### config.mk
export PLATFORM = sky130hd
export DESIGN_NAME = complex_int16_full_convolution
export DESIGN_NICKNAME = d
export VERILOG_FILES = /design/src/rtl/core/cconv_pkg.sv /design/src/rtl/core/cconv_ctrl.sv /design/src/rtl/core/cconv_dp.sv /design/src/rtl/core/complex_int16_full_convolution.sv
export SDC_FILE = /design/constraint.sdc
export NUM_CORES = 2
export LEC_CHECK = 0
export CORE_ASPECT_RATIO = 1.25
export CORE_MARGIN = 5
export CORE_UTILIZATION = 35
export DETAILED_ROUTE_END_ITERATION = 10
export DONT_BUFFER_PORTS = 1
export GPL_ROUTABILITY_DRIVEN = 0
export PLACE_DENSITY = 0.48
export SETUP_SLACK_MARGIN = 0.05
export SLEW_MARGIN = 20
export SYNTH_ARGS = -nofsm -noshare
export SYNTH_HDL_FRONTEND = slang
export SYNTH_SLANG_ARGS = --single-unit
### constraint.sdc
create_clock -name clk -period 5.9 [get_ports clk]
set_input_delay 1.475 -clock clk [delete_from_list [all_inputs] [get_ports clk]]
set_output_delay 1.475 -clock clk [all_outputs]
set_load 0.01 [all_outputs]
### src/rtl/core/cconv_pkg.sv
// ----------------------------------------------------------------------------
// cconv_pkg
// Shared types and constants of the complex int16 full convolution block.
// ----------------------------------------------------------------------------
`default_nettype none

package cconv_pkg;

  localparam int MAX_LEN = 32;
  localparam int IDX_W   = $clog2(MAX_LEN);
  localparam int CNT_W   = 6;
  localparam int DATA_W  = 16;

  localparam logic REQ_PUSH  = 1'b0;
  localparam logic REQ_DRAIN = 1'b1;

  typedef enum logic [1:0] {
    ST_IDLE,
    ST_CALC,
    ST_WAIT
  } state_t;

  typedef struct packed {
    logic             start;
    logic             wr;
    logic             ld_out;
    logic [IDX_W-1:0] wr_idx;
    logic [IDX_W-1:0] i0;
    logic [IDX_W-1:0] j0;
    logic [CNT_W-1:0] cnt;
    logic [CNT_W-1:0] k;
    logic             last;
  } cmd_t;

  typedef struct packed {
    logic calc_done;
    logic out_free;
  } status_t;

endpackage

`default_nettype wire

### src/rtl/core/cconv_ctrl.sv
// ----------------------------------------------------------------------------
// cconv_ctrl
// Sequence controller: tracks element count and tail drain, issues jobs.
// ----------------------------------------------------------------------------
`default_nettype none

module cconv_ctrl (
  input  wire logic              clk,
  input  wire logic              rst_n,
  input  wire logic              in_valid,
  output logic                   in_ready,
  input  wire logic              in_req_type,
  input  wire logic              in_seq_last,
  input  wire cconv_pkg::status_t status,
  output cconv_pkg::cmd_t        cmd
);

  cconv_pkg::state_t                state_r, state_nxt;
  logic [cconv_pkg::CNT_W-1:0]      elem_count_r, elem_count_nxt;
  logic                             draining_r, draining_nxt;
  logic [cconv_pkg::CNT_W-1:0]      next_out_r, next_out_nxt;

  logic                             accept;
  logic                             push_ok;
  logic                             drain_ok;
  logic [cconv_pkg::CNT_W:0]        n2;
  logic [cconv_pkg::CNT_W:0]        d_cnt;
  logic                             d_last;
  logic [cconv_pkg::CNT_W-1:0]      n_m1;
  logic [cconv_pkg::CNT_W-1:0]      d_lo;
  logic [cconv_pkg::CNT_W-1:0]      p_cnt;

  assign accept   = in_valid & in_ready;
  assign push_ok  = (in_req_type == cconv_pkg::REQ_PUSH) && !draining_r &&
                    (elem_count_r < cconv_pkg::CNT_W'(cconv_pkg::MAX_LEN));
  assign drain_ok = (in_req_type == cconv_pkg::REQ_DRAIN) && draining_r;

  assign n2     = {elem_count_r, 1'b0};
  assign n_m1   = elem_count_r - 1'b1;
  assign d_lo   = next_out_r - n_m1;
  assign d_cnt  = n2 - 1'b1 - {1'b0, next_out_r};
  assign d_last = ({1'b0, next_out_r} == (n2 - 2'd2));
  assign p_cnt  = elem_count_r + 1'b1;

  // next state
  always_comb begin
    state_nxt = state_r;
    case (state_r)
      cconv_pkg::ST_IDLE: begin
        if (accept && (push_ok || drain_ok)) state_nxt = cconv_pkg::ST_CALC;
      end
      cconv_pkg::ST_CALC: begin
        if (status.calc_done) begin
          state_nxt = status.out_free ? cconv_pkg::ST_IDLE : cconv_pkg::ST_WAIT;
        end
      end
      cconv_pkg::ST_WAIT: begin
        if (status.out_free) state_nxt = cconv_pkg::ST_IDLE;
      end
      default: state_nxt = cconv_pkg::ST_IDLE;
    endcase
  end

  // outputs
  always_comb begin
    in_ready   = 1'b0;
    cmd        = '0;
    cmd.wr_idx = elem_count_r[cconv_pkg::IDX_W-1:0];
    case (state_r)
      cconv_pkg::ST_IDLE: begin
        in_ready = 1'b1;
        if (in_valid && push_ok) begin
          cmd.start = 1'b1;
          cmd.wr    = 1'b1;
          cmd.i0    = '0;
          cmd.j0    = elem_count_r[cconv_pkg::IDX_W-1:0];
          cmd.cnt   = p_cnt;
          cmd.k     = elem_count_r;
          cmd.last  = in_seq_last && (elem_count_r == '0);
        end else if (in_valid && drain_ok) begin
          cmd.start = 1'b1;
          cmd.i0    = d_lo[cconv_pkg::IDX_W-1:0];
          cmd.j0    = n_m1[cconv_pkg::IDX_W-1:0];
          cmd.cnt   = d_cnt[cconv_pkg::CNT_W-1:0];
          cmd.k     = next_out_r;
          cmd.last  = d_last;
        end
      end
      cconv_pkg::ST_CALC: begin
        cmd.ld_out = status.calc_done & status.out_free;
      end
      cconv_pkg::ST_WAIT: begin
        cmd.ld_out = status.out_free;
      end
      default: begin
        in_ready = 1'b0;
      end
    endcase
  end

  // sequence bookkeeping
  always_comb begin
    elem_count_nxt = elem_count_r;
    draining_nxt   = draining_r;
    next_out_nxt   = next_out_r;
    if (accept && push_ok) begin
      elem_count_nxt = p_cnt;
      if (in_seq_last) begin
        if (elem_count_r == '0) begin
          elem_count_nxt = '0;
        end else begin
          draining_nxt = 1'b1;
          next_out_nxt = p_cnt;
        end
      end
    end else if (accept && drain_ok) begin
      if (d_last) begin
        elem_count_nxt = '0;
        draining_nxt   = 1'b0;
        next_out_nxt   = '0;
      end else begin
        next_out_nxt = next_out_r + 1'b1;
      end
    end
  end

  always_ff @(posedge clk) begin
    if (!rst_n) begin
      state_r      <= cconv_pkg::ST_IDLE;
      elem_count_r <= '0;
      draining_r   <= 1'b0;
      next_out_r   <= '0;
    end else begin
      state_r      <= state_nxt;
      elem_count_r <= elem_count_nxt;
      draining_r   <= draining_nxt;
      next_out_r   <= next_out_nxt;
    end
  end

endmodule

`default_nettype wire

### src/rtl/core/cconv_dp.sv
// ----------------------------------------------------------------------------
// cconv_dp
// Element stores, shared complex multiply-accumulate and result register.
// ----------------------------------------------------------------------------
`default_nettype none

module cconv_dp (
  input  wire logic                          clk,
  input  wire logic                          rst_n,
  input  wire cconv_pkg::cmd_t               cmd,
  output cconv_pkg::status_t                 status,
  input  wire logic [cconv_pkg::DATA_W-1:0]  a_re,
  input  wire logic [cconv_pkg::DATA_W-1:0]  a_im,
  input  wire logic [cconv_pkg::DATA_W-1:0]  b_re,
  input  wire logic [cconv_pkg::DATA_W-1:0]  b_im,
  output logic                               out_valid,
  input  wire logic                          out_ready,
  output logic [cconv_pkg::DATA_W-1:0]       y_re,
  output logic [cconv_pkg::DATA_W-1:0]       y_im,
  output logic [cconv_pkg::CNT_W-1:0]        y_index,
  output logic                               y_last
);

  localparam int DW = cconv_pkg::DATA_W;

  logic [2*DW-1:0]             mem_a [cconv_pkg::MAX_LEN];
  logic [2*DW-1:0]             mem_b [cconv_pkg::MAX_LEN];

  logic [cconv_pkg::IDX_W-1:0] i_r, j_r;
  logic [cconv_pkg::CNT_W-1:0] cnt_r;
  logic [cconv_pkg::CNT_W-1:0] k_r;
  logic                        last_r;
  logic                        issue;

  logic [2*DW-1:0]             rd_a_r, rd_b_r;
  logic                        rd_v_r;
  logic [DW-1:0]               p_rr_r, p_ii_r, p_ri_r, p_ir_r;
  logic                        mul_v_r;
  logic [DW-1:0]               acc_re_r, acc_im_r;

  logic                        out_valid_r, out_valid_nxt;
  logic [DW-1:0]               y_re_r, y_im_r;
  logic [cconv_pkg::CNT_W-1:0] y_index_r;
  logic                        y_last_r;

  assign issue = (cnt_r != '0);

  always_ff @(posedge clk) begin
    if (cmd.wr) begin
      mem_a[cmd.wr_idx] <= {a_im, a_re};
      mem_b[cmd.wr_idx] <= {b_im, b_re};
    end
    if (issue) begin
      rd_a_r <= mem_a[i_r];
      rd_b_r <= mem_b[j_r];
    end
  end

  always_ff @(posedge clk) begin
    if (!rst_n) begin
      cnt_r   <= '0;
      rd_v_r  <= 1'b0;
      mul_v_r <= 1'b0;
    end else begin
      if (cmd.start) begin
        cnt_r <= cmd.cnt;
      end else if (issue) begin
        cnt_r <= cnt_r - 1'b1;
      end
      rd_v_r  <= issue;
      mul_v_r <= rd_v_r;
    end
  end

  always_ff @(posedge clk) begin
    if (cmd.start) begin
      i_r      <= cmd.i0;
      j_r      <= cmd.j0;
      k_r      <= cmd.k;
      last_r   <= cmd.last;
      acc_re_r <= '0;
      acc_im_r <= '0;
    end else begin
      if (issue) begin
        i_r <= i_r + 1'b1;
        j_r <= j_r - 1'b1;
      end
      if (mul_v_r) begin
        acc_re_r <= acc_re_r + p_rr_r - p_ii_r;
        acc_im_r <= acc_im_r + p_ri_r + p_ir_r;
      end
    end
    if (rd_v_r) begin
      p_rr_r <= rd_a_r[DW-1:0]    * rd_b_r[DW-1:0];
      p_ii_r <= rd_a_r[2*DW-1:DW] * rd_b_r[2*DW-1:DW];
      p_ri_r <= rd_a_r[DW-1:0]    * rd_b_r[2*DW-1:DW];
      p_ir_r <= rd_a_r[2*DW-1:DW] * rd_b_r[DW-1:0];
    end
  end

  assign status.calc_done = !issue && !rd_v_r && !mul_v_r;
  assign status.out_free  = !out_valid_r || out_ready;

  always_comb begin
    out_valid_nxt = out_valid_r;
    if (cmd.ld_out) begin
      out_valid_nxt = 1'b1;
    end else if (out_ready) begin
      out_valid_nxt = 1'b0;
    end
  end

  always_ff @(posedge clk) begin
    if (!rst_n) begin
      out_valid_r <= 1'b0;
    end else begin
      out_valid_r <= out_valid_nxt;
    end
  end

  always_ff @(posedge clk) begin
    if (cmd.ld_out) begin
      y_re_r    <= acc_re_r;
      y_im_r    <= acc_im_r;
      y_index_r <= k_r;
      y_last_r  <= last_r;
    end
  end

  assign out_valid = out_valid_r;
  assign y_re      = y_re_r;
  assign y_im      = y_im_r;
  assign y_index   = y_index_r;
  assign y_last    = y_last_r;

endmodule

`default_nettype wire

### src/rtl/core/complex_int16_full_convolution.sv
// Each item with t product terms (t = k+1 for a push of element k,
// t = 2n-1-k for tail output k) is computed by the single shared complex
// multiply-accumulate unit, one product per cycle. A new item is taken only
// once the last result is in the output register; items with no result
// are taken while idle and start no job. Reset is synchronous, active low;
// it clears control state, element stores hold no reset value.
// ----------------------------------------------------------------------------
// complex_int16_full_convolution
// Full linear convolution of two complex int16 sequences, 16-bit wrapping.
// ----------------------------------------------------------------------------
`default_nettype none

module complex_int16_full_convolution (
  input  wire logic                 clk,
  input  wire logic                 rst_n,
  input  wire logic                 in_valid,
  output logic                      in_ready,
  input  wire logic                 in_req_type,
  input  wire logic signed [15:0]   in_a_re,
  input  wire logic signed [15:0]   in_a_im,
  input  wire logic signed [15:0]   in_b_re,
  input  wire logic signed [15:0]   in_b_im,
  input  wire logic                 in_seq_last,
  output logic                      out_valid,
  input  wire logic                 out_ready,
  output logic signed [15:0]        out_y_re,
  output logic signed [15:0]        out_y_im,
  output logic [5:0]                out_y_index,
  output logic                      out_y_last
);

  cconv_pkg::cmd_t    cmd;
  cconv_pkg::status_t status;

  cconv_ctrl u_ctrl (
    .clk         (clk),
    .rst_n       (rst_n),
    .in_valid    (in_valid),
    .in_ready    (in_ready),
    .in_req_type (in_req_type),
    .in_seq_last (in_seq_last),
    .status      (status),
    .cmd         (cmd)
  );

  cconv_dp u_dp (
    .clk       (clk),
    .rst_n     (rst_n),
    .cmd       (cmd),
    .status    (status),
    .a_re      (in_a_re),
    .a_im      (in_a_im),
    .b_re      (in_b_re),
    .b_im      (in_b_im),
    .out_valid (out_valid),
    .out_ready (out_ready),
    .y_re      (out_y_re),
    .y_im      (out_y_im),
    .y_index   (out_y_index),
    .y_last    (out_y_last)
  );

endmodule

`default_nettype wire

==> key figures <==
Worst hold path
  • Worst hold path class: flip-flop to flip-flop
  • Worst-case hold path end point: u_dp.y_re[8]
  • Startpoint of the most critical hold path: u_dp.acc_re_r[8]
  • Depth of the worst hold-timing path: 0

Critical path
  • Worst EP arrival: between 6 and 7 ns
  • Source of the worst register-to-register timing path: u_dp.rd_a_r[11]
  • Type of destination of the critical path: flip-flop
  • R2R setup slack: 0.31 ns
  • Path type of the worst setup path: flip-flop to flip-flop
  • Critical Path Fanout Max: 10
  • Endpoint of the most critical register-to-register path: u_dp.p_rr_r[15]
  • Length in cells of the worst reg-to-reg path: 17
  • Required time at the endpoint of the critical path: 6.51 ns
  • Critical path launch point type: flip-flop

Drt
  • ANT nets after route: 0
  • Violation count after the first detailed-route iteration: 4,039
  • Vias per Instance: 5.14
  • Final wirelength: 281,000 µm
  • Wire length per cell: 28.1 µm
  • Initial DRT Pass Iterations: 5
  • Vias after detailed routing: 51,358
  • Post-detailed-route DRC marker count: 0

Synthesis
  • Async set-reset flop share out of synthesis: 0%
  • YS warnings: 0
  • Flops & latches, synth: 2,288
  • Combined area of all synthesized cells: 0.104 mm²
  • Cell taking the most area after synthesis: edfxtp_1
  • Count of unique library cells instantiated by Yosys: 65
  • Share of the synthesized area in the top cell type: 64.4%
  • Synthesized area per cell: 18.4 µm²
  • Total nets after synthesis: 6,335
  • Number of flops mapped to enable cells by yosys: approximately 2,200
  • Top cells by area, synth: edfxtp_1 64%, mux4_2 14%, fa_1 6.8%
  • Most used DFF post-synth: edfxtp_1
  • Share of the yosys chip area belonging to registers: 65.5%
  • Synthesized instance count: approximately 5,700

Cells and area
  • Count of filler cells inserted in the layout: approximately 27,000
  • Commonest non-fill, non-tap cell in the layout: edfxtp_1
  • P&R area growth vs syn: 13.7%
  • NumNets Final: approximately 6,500
  • Area used by multi-input combinational logic: roughly 0.033 mm²
  • Seq. cell area: between 0.06 and 0.07 mm²
  • Commonest cells after routing, fill and taps aside: 2,232 x edfxtp_1, 640 x mux4_2, 546 x inv_1
  • Proportion of layout cells with a drive suffix above 1: 21.6%

STA
  • Final worst path period share: a little over nine tenths
  • Final Max Tran Viols: 0
  • Fin Clk Skew: 0.0744 ns
  • Final setup violation count: 0
  • Minimum clock period: between 5 and 6 ns
  • Setup repair after global routing missed its margin: false
  • Relative slew slack: 22.6%
  • Achievable frequency: 0.179 GHz
  • Transition time at the pin with the least slew margin: 1.16 ns
  • Hold Violations, Final: 0
  • Total Negative Setup Slacks: 0 ns

CTS
  • Number of setup buffers added after CTS: 0
  • CTS HTree Levels: 4
  • TritonCTS Sinks: 2,288
  • Quantity of hold-fixing buffers added after cts: 0
  • CTS max path bufs: 4
  • Source-to-sink clock delay at the later pin of the worst-skew pair: around 0.9 ns
  • Number of gates given a new drive strength after cts: 0
  • Buffer type at the clock tree root: clkbuf_16
  • TritonCTS Buffers: 232
  • Clock slew at the register clock pins of the worst setup and hold paths: ~0.060 ns
  • CTS tree: yes

GRT
  • Grt total ovfl: 0
  • Pin count of the biggest net entering global routing: around 110
  • Initial antenna violation count: 11
  • Vias in the first global route: between 50,000 and 60,000
  • GRT Resource Usage Total: 18.1%
  • Wire length of the first global-routing pass: roughly 410,000 µm

Floorplan
  • Die X: 498 µm
  • Die outline area: between 0.3 and 0.4 mm²
  • Total number of placement rows: ~220
  • Height of the die: 620 µm
  • Placeable core area: 0.297 mm²
  • Starting Density: 35.0%
  • Number of top-level pins: about 110

Place
  • Post-detail-place hpwl: roughly 170,000 µm
  • Count of buffers inserted at the top-level ports: 0

Flow run
  • Max Cap Violations: 0

Status
  • Status: finished, final reports clean
-- worst max-delay path, stage by stage (launching register included) --
cell	delay [ns]
edfxtp_1	0.70
and2_1	0.32
fa_1	0.48
inv_1	0.05
fa_1	0.53
inv_1	0.06
fa_1	0.49
fa_1	0.55
inv_1	0.05
fa_1	0.45
fa_1	0.42
xor2_1	0.17
xnor2_1	0.21
xnor2_1	0.17
xnor2_1	0.17
xnor2_1	0.12
xnor2_1	0.29
xnor2_1	0.10
-- final cells by class --
cell class / instances / area share [%]
antenna: 4 / 0.00846
clock buffer: 290 / 5.21
clock inverter: 134 / 1.22
inverter: 547 / 1.73
multi-input combinational: 2558 / 27.8
sequential: 2288 / 57.6
tap: 3955 / 4.18
timing repair buffer: 216 / 2.24
-- how the worst max path moves through the flow --
| stage | startpoint | end | cells past startpoint |
|---|---|---|---|
| final | u_dp.rd_a_r[11] | u_dp.p_rr_r[15] | 17 |
| after global routing | u_dp.rd_a_r[11] | u_dp.p_rr_r[15] | 17 |
| after CTS | u_dp.rd_a_r[11] | u_dp.p_rr_r[15] | 17 |
| after detailed placement | u_dp.rd_a_r[11] | u_dp.p_rr_r[15] | 17 |
| after global placement | u_dp.rd_a_r[11] | u_dp.p_rr_r[15] | 17 |
| after floorplan | in_req_type | u_dp.mem_a[12][0] | 5 |
-- cells by family (layout without fill, tap and decap cells) --
logic type	count (synthesis)	after routing	synth area share, %
adders and majority gates	599	599	9.75
and+or+nand+nor	781	781	3.68
muxes	721	721	14.7
xor gates and xnor gates	209	209	1.76
buffers and inverters	820	1187	3.13
DFF	2288	2288	65.5
AOI/OAI and AO/OA	248	248	1.52
other	0	4	0
-- state kept, by name, indices dropped and copies added, names as in the netlist, 2 cells and up --
signal and count:
u_dp.cnt_r 6, u_dp.rd_b_r 32, u_dp.mem_b 1024, u_dp.p_ri_r 16
u_dp.acc_im_r 16, u_dp.rd_a_r 32, u_dp.y_im 16, u_dp.p_ir_r 16
u_dp.mem_a 1024, u_dp.y_index 6, u_dp.p_ii_r 16, u_dp.i_r 5
u_ctrl.elem_count_r 6, u_dp.k_r 6, u_dp.j_r 5, u_dp.acc_re_r 16
u_ctrl.state_r 2, u_dp.p_rr_r 16, u_dp.y_re 16, u_ctrl.next_out_r 6
-- through the flow --
stage               worst slack (ns)  hold WS (ns)  instance area, µm²  cells  utilization (%)
finish                         0.310         0.430              118000   9992             39.8
global route                  0.0954         0.444              118000   9989             39.8
CTS                            0.270         0.433              118000   9987             39.8
detailed placement             0.261         0.419              111000   9563             37.3
global placement               0.235         0.412              111000   9562             37.3
floorplan                      0.301         0.400              104000   5666                -
-- layer usage --
| metal | track usage (%) | up-vias | part of all wire (%) | wire, µm |
|---|---|---|---|---|
| met3 | 2.60 | 301 | 4.4 | 12300 |
| li1 | - | 21781 | - | - |
| met1 | 24.4 | 28170 | 43 | 121000 |
| met4 | 3.78 | 0 | 2.0 | 5640 |
| met5 | 0 | - | 0 | 0 |
| met2 | 31.2 | 1106 | 51 | 142000 |
-- Yosys cell counts, types with 7 or more instances --
| library cell | instances |
|---|---|
| a211oi_1 | 15 |
| a21o_1 | 27 |
| a21oi_1 | 77 |
| and2_1 | 267 |
| buf_1 | 13 |
| buf_2 | 39 |
| buf_4 | 20 |
| buf_6 | 8 |
| clkbuf_1 | 193 |
| dfxtp_1 | 56 |
| edfxtp_1 | 2232 |
| fa_1 | 353 |
| ha_1 | 246 |
| inv_1 | 547 |
| mux2_2 | 65 |
| mux2i_1 | 16 |
| mux4_2 | 640 |
| nand2_1 | 338 |
| nand2b_1 | 8 |
| nand3_1 | 19 |
| nor2_1 | 90 |
| nor3_1 | 13 |
| o21a_1 | 11 |
| o21ai_0 | 53 |
| o21bai_1 | 13 |
| or3_1 | 7 |
| xnor2_1 | 149 |
| xor2_1 | 60 |
Power is not shown: default switching activity piles up to over one toggle a cycle in this logic, so the estimate is an artifact.
